<file path="src/hdl/sobm_pkg.sv">
package sobm_pkg;

  localparam int PIX_W = 24;
  localparam int CHAN_W = 8;
  localparam int FW_W = 11;
  localparam int FH_W = 16;
  localparam int CFG_W = 16;
  localparam int MAX_WIDTH_DEFAULT = 1024;

  localparam logic [FW_W-1:0] FRAME_WIDTH_RESET = 11'd640;
  localparam logic [FH_W-1:0] FRAME_HEIGHT_RESET = 16'd480;

  // register indexes
  localparam logic REG_FRAME_WIDTH = 1'b0;
  localparam logic REG_FRAME_HEIGHT = 1'b1;

  // item kinds
  localparam logic OP_PIXEL = 1'b0;
  localparam logic OP_FLUSH = 1'b1;

  // squared magnitude above 255*255+255 rounds past 255
  localparam int SQ_W = 21;
  localparam logic [SQ_W-1:0] SAT_LIMIT = 21'd65280;

  typedef logic [PIX_W-1:0] pixel_t;
  typedef logic [CHAN_W-1:0] chan_t;

endpackage

</file>
<file path="src/hdl/sobm_sqrt.sv">
module sobm_sqrt (
  input  logic                        clk,
  input  logic                        rst,
  input  logic                        start,
  input  logic [sobm_pkg::SQ_W-1:0]   n,
  output logic                        busy,
  output sobm_pkg::chan_t             root
);

  // two result bits per cycle while busy, eight result bits in all
  logic [15:0] nv;
  logic [9:0]  rem;
  logic [7:0]  res;
  logic [1:0]  cnt;
  logic        sat;
  logic [15:0] nv_next;
  logic [9:0]  rem_next;
  logic [7:0]  res_next;
  logic [10:0] t;
  logic [10:0] trial;
  logic [8:0]  rounded;

  always_comb begin
    nv_next = nv;
    rem_next = rem;
    res_next = res;
    t = '0;
    trial = '0;
    for (int k = 0; k < 2; k++) begin
      t = {rem_next[8:0], nv_next[15:14]};
      trial = {1'b0, res_next, 2'b01};
      if (t >= trial) begin
        rem_next = 10'(t - trial);
        res_next = {res_next[6:0], 1'b1};
      end else begin
        rem_next = 10'(t);
        res_next = {res_next[6:0], 1'b0};
      end
      nv_next = {nv_next[13:0], 2'b00};
    end
  end

  always_ff @(posedge clk) begin
    if (rst) begin
      busy <= 1'b0;
      cnt <= '0;
    end else if (start) begin
      busy <= 1'b1;
      cnt <= '0;
    end else if (busy) begin
      cnt <= cnt + 2'd1;
      if (cnt == 2'd3) begin
        busy <= 1'b0;
      end
    end
  end

  always_ff @(posedge clk) begin
    if (start) begin
      sat <= (n > sobm_pkg::SAT_LIMIT);
      nv <= n[15:0];
      rem <= '0;
      res <= '0;
    end else if (busy) begin
      nv <= nv_next;
      rem <= rem_next;
      res <= res_next;
    end
  end

  // round half up: n > r*r + r  <=>  remainder > r
  assign rounded = {1'b0, res} + ((rem > {2'b00, res}) ? 9'd1 : 9'd0);
  assign root = sat ? 8'd255 : rounded[7:0];

endmodule

</file>
<file path="config.mk">
export PLATFORM = sky130hd
export DESIGN_NAME = sobm_sqrt
export DESIGN_NICKNAME = d
export VERILOG_FILES = /design/src/hdl/sobm_pkg.sv /design/src/hdl/sobm_sqrt.sv
export SDC_FILE = /design/constraint.sdc
export NUM_CORES = 1
export LEC_CHECK = 0
export ABC_AREA = 1
export BUFFER_PORTS_ARGS = -buffer_cell sky130_fd_sc_hd__buf_4
export CORE_UTILIZATION = 35
export CTS_CLUSTER_SIZE = 25
export DETAILED_ROUTE_END_ITERATION = 10
export GPL_ROUTABILITY_DRIVEN = 1
export GPL_TIMING_DRIVEN = 1
export SKIP_CTS_REPAIR_TIMING = 1
export SLEW_MARGIN = 20
export SYNTH_ARGS = -nofsm -noshare
export SYNTH_HDL_FRONTEND = slang
export SYNTH_SLANG_ARGS = --single-unit
</file>
<file path="constraint.sdc">
create_clock -name clk -period 3.4 [get_ports clk]
set_input_delay 0.51 -clock clk [delete_from_list [all_inputs] [get_ports clk]]
set_output_delay 0.51 -clock clk [all_outputs]
set_load 0.02 [all_outputs]
</file>
==> results.cfg, run 1 <==
[status]
status = finished clean

[floorplan]
core_sq_um = 7730
initial_core_util = 0.361
dieWidth_microns = 91.3
die_h_microns = 91.3
row_count = 32
dieArea_sq_um = 8340
ios = 33

[setup_path]
crit_chain = inv_2 > ha_4 > nand2_1 > nor2_2 > buf_4 > nand2_1 > nand2_1 > a21oi_2 > a41oi_2 > nor2_1 > inv_1 > ha_4 > nand3_4 > buf_4 > o21ai_0 > nand3_1 > buf_4
endpoint_kind = primary output
criticalPathCategory = register to primary output
cp.required_ns = 2.89
ff2ff_setup_slack_ns = 0.20
r2r_start = res[0]
start_kind = register
r2r-end = rem[6]
cpPeakStageDelay_ns = 0.35
r2r_cells = 18
crit_fanout = 4
worstPathArrival_ns = 2.75
slowest_stage = dfxtp_2

[place]
place.gp.congestion = 0.853
port_buffers = 32
place_ws_ns = -0.0348
hpwl_microns = 5700

[timing]
worst_slew_pin_slew_ns = 0.817
rsz0062_at_grt = true
min_period_over_period = 0.959
period_minus_slack_ns = 3.26
setup_viol = 0
slew_violations = 0
layout_setup_ws_ns = 0.140
fmax_mhz = 307
fin_skew_ns = 0.00372
slew_headroom = 0.452
hold_viol = 0

[detailed_routing]
drt_iter0_drc = 126
wirelength_microns = 7750
remaining_drc_errors = 0
antenna_left = 0
vias = 2807
via_per_inst = 4.96
drtPass1Iterations = 5
wl_per_cell_microns = 13.7

[synth]
synth_fa_ha_area_frac = 0.108
syn_nets = 445
synth_cell_type_count = 37
yosysWarningCount = 0
syn_inst = 397
synth_top_family_by_area = simple AND/OR/NAND/NOR gates
synth_xor_area_frac = 0.0282
syn_area_per_cell_sq_um = 7.03
synth-seq-cells = 38
synth_ff_type = dfxtp_1
synth-async-reset-ratio = 0
synth-simple-area-share = 0.346
synth_compound_area_frac = 0.108
netlist_area_sq_um = 2790
yosysSeqAreaShare = 0.333
synth_edf_count = 17
synthMuxAreaShare = 0

[global_routing]
grtUsageTotal = 0.180
grt_max_degree = 24
antenna_found_initial = 0
grt_pass1_vias = 2631
grt_pass1_wl_microns = 12000
gr-total-overflow = 0

[clocking]
clock_sinks = 38
cts-root-buf = clkbuf_8
clock_path_buffers = 2
path_clk_slew_ns = 0.08
worst_skew_pair.late_latency_ns = 0.29
cts_buffers = 5
htree_levels = 2
cts_tree = done

[run]
cap_violations = 0

[worst_hold_path]
hold_start = rst
holdPathStages = 2
min_delay_worst_endpoint = busy
min_path_type = primary input to register

[finish]
drive_gt1_frac = 0.282
num-fill-cells = 751
num_antenna_cells = 0
nets = 511
syn_to_final_growth_pct = 33.6
-- flip-flops by register name (all words and copies together) (netlist names) --
signal and count:
rem 10, sat 1, nv 16, cnt 2
res 8, busy 1
-- cell usage after synthesis, types with 2 or more instances --
cell / n / share of area
inv_1: 45 / 0.060
nand3_4: 2 / 0.013
inv_2: 2 / 0.0027
o21ai_1: 7 / 0.013
clkinv_1: 2 / 0.0027
xor2_1: 5 / 0.016
ha_1: 24 / 0.11
nand4_1: 6 / 0.013
nor2_1: 36 / 0.048
edfxtp_1: 17 / 0.18
nand2_1: 130 / 0.17
nor4_1: 2 / 0.0045
nor2_2: 2 / 0.0045
or2_2: 5 / 0.011
xnor2_1: 4 / 0.013
dfxtp_1: 21 / 0.15
a211oi_1: 4 / 0.011
o22ai_1: 7 / 0.016
nand3_1: 24 / 0.043
nand2_2: 6 / 0.013
clkbuf_1: 4 / 0.0054
a21oi_1: 14 / 0.025
o21ai_0: 13 / 0.023
a31oi_1: 2 / 0.0045
-- placed cells by master (no fill, tap or decap), types with 2 or more instances in the layout --
| cell | Yosys | routed |
|---|---|---|
| a21oi_2 | 0 | 4 |
| nand2_2 | 6 | 5 |
| ha_4 | 0 | 10 |
| nor4_1 | 2 | 2 |
| ha_1 | 24 | 13 |
| nand2_1 | 130 | 129 |
| clkbuf_1 | 4 | 2 |
| inv_2 | 2 | 5 |
| nor2_1 | 36 | 32 |
| nand3_1 | 24 | 22 |
| nand3_2 | 1 | 3 |
| dfxtp_2 | 0 | 7 |
| a21oi_1 | 14 | 10 |
| or2_2 | 5 | 5 |
| xor2_1 | 5 | 5 |
| o21ai_1 | 7 | 10 |
| edfxtp_1 | 17 | 17 |
| nand3_4 | 2 | 4 |
| dfxtp_1 | 21 | 13 |
| o22ai_1 | 7 | 7 |
| nand4_1 | 6 | 6 |
| nor2_2 | 2 | 5 |
| inv_1 | 45 | 40 |
| clkbuf_8 | 0 | 5 |
| clkinv_1 | 2 | 2 |
| a211oi_1 | 4 | 3 |
| buf_6 | 1 | 2 |
| a31oi_1 | 2 | 2 |
| nand2_4 | 1 | 3 |
| buf_4 | 0 | 61 |
| xnor2_1 | 4 | 4 |
| o21ai_0 | 13 | 9 |
-- area by class of cell --
| class | count | area (sq um) | area share |
|---|---|---|---|
| Clock inverter | 1 | 30.0 | 0.00805 |
| Tap cell | 102 | 128 | 0.0342 |
| Timing Repair Buffer | 63 | 480 | 0.129 |
| Multi-Input combinational cell | 306 | 1880 | 0.505 |
| Inverter | 49 | 190 | 0.0510 |
| Clock buffer | 7 | 76.3 | 0.0205 |
| Sequential cell | 38 | 943 | 0.253 |
-- through the flow --
step / std cells / utilization / TNS, ns / hold WS [ns] / area, sq um
final: 566 / 0.483 / 0 / 0.382 / 3730
after global routing: 566 / 0.483 / -0.185 / 0.373 / 3730
after CTS: 554 / 0.439 / -0.453 / 0.372 / 3390
after detailed placement: 546 / 0.425 / -0.0397 / 0.446 / 3290
after global placement: 546 / 0.425 / 0 / 0.448 / 3290
after floorplan: 397 / - / 0 / 0.427 / 2790
-- cell families after synthesis --
kind of cell / Yosys count
DFF: 38
buffers and inverters: 55
and+or+nand+nor: 219
AOI/OAI and AO/OA: 52
xor gates and xnor gates: 9
adders and majority gates: 24
-- worst max-delay path, delay by kind of cell, from the launching register on --
kind	cells	cell delay (ns)
flip-flops	1	0.35
buffers and inverters	5	0.60
AND/OR/NAND/NOR	7	0.61
AO/OA/AOI/OAI	3	0.45
adder cells (fa/ha/maj)	2	0.45
-- per-layer routing --
layer	share of wire	routed length [microns]	vias to the layer above	GRT usage
met5	0	0	-	0
met4	0.0062	48	0	0.0317
met3	0.047	363	7	0.0268
met2	0.50	3860	87	0.326
met1	0.45	3470	1282	0.228
li1	-	-	1431	-
-- worst max path at each step --
| stage | cells past startpoint | start | endpoint | slack, ns |
|---|---|---|---|---|
| final | 17 | res[5] | root[5] | 0.14 |
| after global routing | 17 | res[1] | root[5] | -0.08 |
| after CTS | 18 | res[3] | root[7] | -0.15 |
| after detailed placement | 21 | res[3] | rem[7] | -0.03 |
| after global placement | 21 | res[2] | rem[6] | 0.06 |
| after floorplan | 21 | res[3] | rem[4] | 0.22 |
Power of run 1 is not shown: default switching activity piles up to over one toggle a cycle in this logic, so the estimate is an artifact.
==> inputs of run 2 (changes only) <==
- SETUP_SLACK_MARGIN: unset -> 0.4
==> run 2 against run 1 <==
Net effect: via count increased by 7.2%; register-to-register slack got worse by 0.05 ns; count of clock-buffer cells in the layout decreased by 1; hold slack got worse by 0.0052 ns; global-route usage increased by 0.56 points; sequential share of layout area decreased by 2.3 points.
==> results.cfg, run 2 (synthesized netlist as in run 1, its figures left out) <==
[place]
place.gp.congestion = 0.830
place_inst = 539
place_ws_ns = -0.0813
hpwl_microns = 5610
port_buffers = 32

[finish]
drive_gt1_frac = 0.414
num-fill-cells = 712
final_cell_mix = 116 x nand2_1, 74 x buf_4, 32 x inv_1
largest_register = nv
num_antenna_cells = 0
reg_top3 = nv (16), rem (10), res (8)
nets = 533
final_common_cell = nand2_1
final_util = 0.539
largest_register_ffs = 16
stdcell_count = 588
syn_to_final_growth_pct = 49.0

[worst_hold_path]
min_path_type = primary input to register
hold_start = rst

[setup_path]
r2r_cells = 21
criticalPathCategory = register to primary output
r2r_start = res[2]
start_kind = register
cp.required_ns = 2.89
r2r-end = rem[5]
crit_path_start = res[2]
endpoint = root[7]
ff2ff_setup_slack_ns = 0.15
crit_fanout = 5
endpoint_kind = primary output
worstPathArrival_ns = 2.75

[global_routing]
gr-total-overflow = 0
gr-max-usage-layer = met2
grt_pass1_vias = 2610
grtUsageTotal = 0.186
grt_max_degree = 24
grt.met3_usage = 0.0276
antenna_found_initial = 0
grt_pass1_wl_microns = 12200
gr-usage-met2 = 0.321
grt_use_met1 = 0.238

[detailed_routing]
remaining_drc_errors = 0
wl_per_cell_microns = 15.3
drtPass1Iterations = 4
drt_iter0_drc = 142
vias = 3009
antenna_left = 0
wirelength_microns = 8970
via_per_inst = 5.12

[clocking]
htree_levels = 2
cts-root-buf = clkbuf_8
cts_tree = done
clock_sinks = 38
clock_path_buffers = 2
cts_buffers = 5
path_clk_slew_ns = 0.09
worst_skew_pair.late_latency_ns = 0.31

[floorplan]
row_count = 32
initial_core_util = 0.361
ios = 33
die_h_microns = 91.3
dieArea_sq_um = 8340
dieWidth_microns = 91.3
core_sq_um = 7730

[timing]
tns_ns = 0
rsz0062_at_grt = true
hold_viol = 0
min_period_over_period = 0.958
fin_skew_ns = 0.0114
slew_violations = 0
setup_viol = 0
fmax_mhz = 307
worst_slew_pin_slew_ns = 0.814
layout_setup_ws_ns = 0.141
slew_headroom = 0.454
period_minus_slack_ns = 3.26

[run]
cap_violations = 0

[status]
status = finished clean
-- run 2: worst min path at each step --
stage             end  cells past startpoint
3_5_place_dp   rem[9]                      2
2_1_floorplan  rem[9]                      2
4_1_cts          busy                      2
3_3_place_gp   cnt[1]                      2
6_report         busy                      2
5_1_grt          busy                      2
-- run 2: layout make-up --
cell class | instances | area, sq um | share of cell area
Sequential cell | 38 | 956 | 0.230
Tap cell | 102 | 128 | 0.0307
Clock inverter | 2 | 11.3 | 0.00271
Multi-Input combinational cell | 306 | 2090 | 0.503
Clock buffer | 6 | 82.6 | 0.0198
Timing Repair Buffer | 85 | 697 | 0.167
Inverter | 49 | 194 | 0.0466
-- run 2: worst max-delay path, stage by stage (launching register included) --
cell	delay (ns)
dfxtp_4	0.39
inv_4	0.05
ha_4	0.30
nand2_4	0.06
nor2_4	0.09
buf_6	0.11
nand2_2	0.05
nand2_2	0.06
a21oi_2	0.05
a41oi_2	0.21
nor2_1	0.07
inv_1	0.10
ha_4	0.18
nand3_4	0.09
nor2_4	0.13
nand3_2	0.10
a21oi_2	0.13
o21ai_1	0.09
buf_4	0.16
-- run 2: per-layer routing --
layer	vias to the layer above	share of wire
met5	-	0
met2	83	0.51
li1	1477	-
met1	1420	0.42
met4	0	0.032
met3	29	0.037
-- run 2: stage by stage --
step | cell area, sq um | hold WS, ns
2_1_floorplan | 2840 | 0.427
3_3_place_gp | 3280 | 0.455
3_5_place_dp | 3280 | 0.451
4_1_cts | 3370 | 0.376
5_1_grt | 4160 | 0.372
6_report | 4160 | 0.377
Power of run 2 is left out for the same reason.
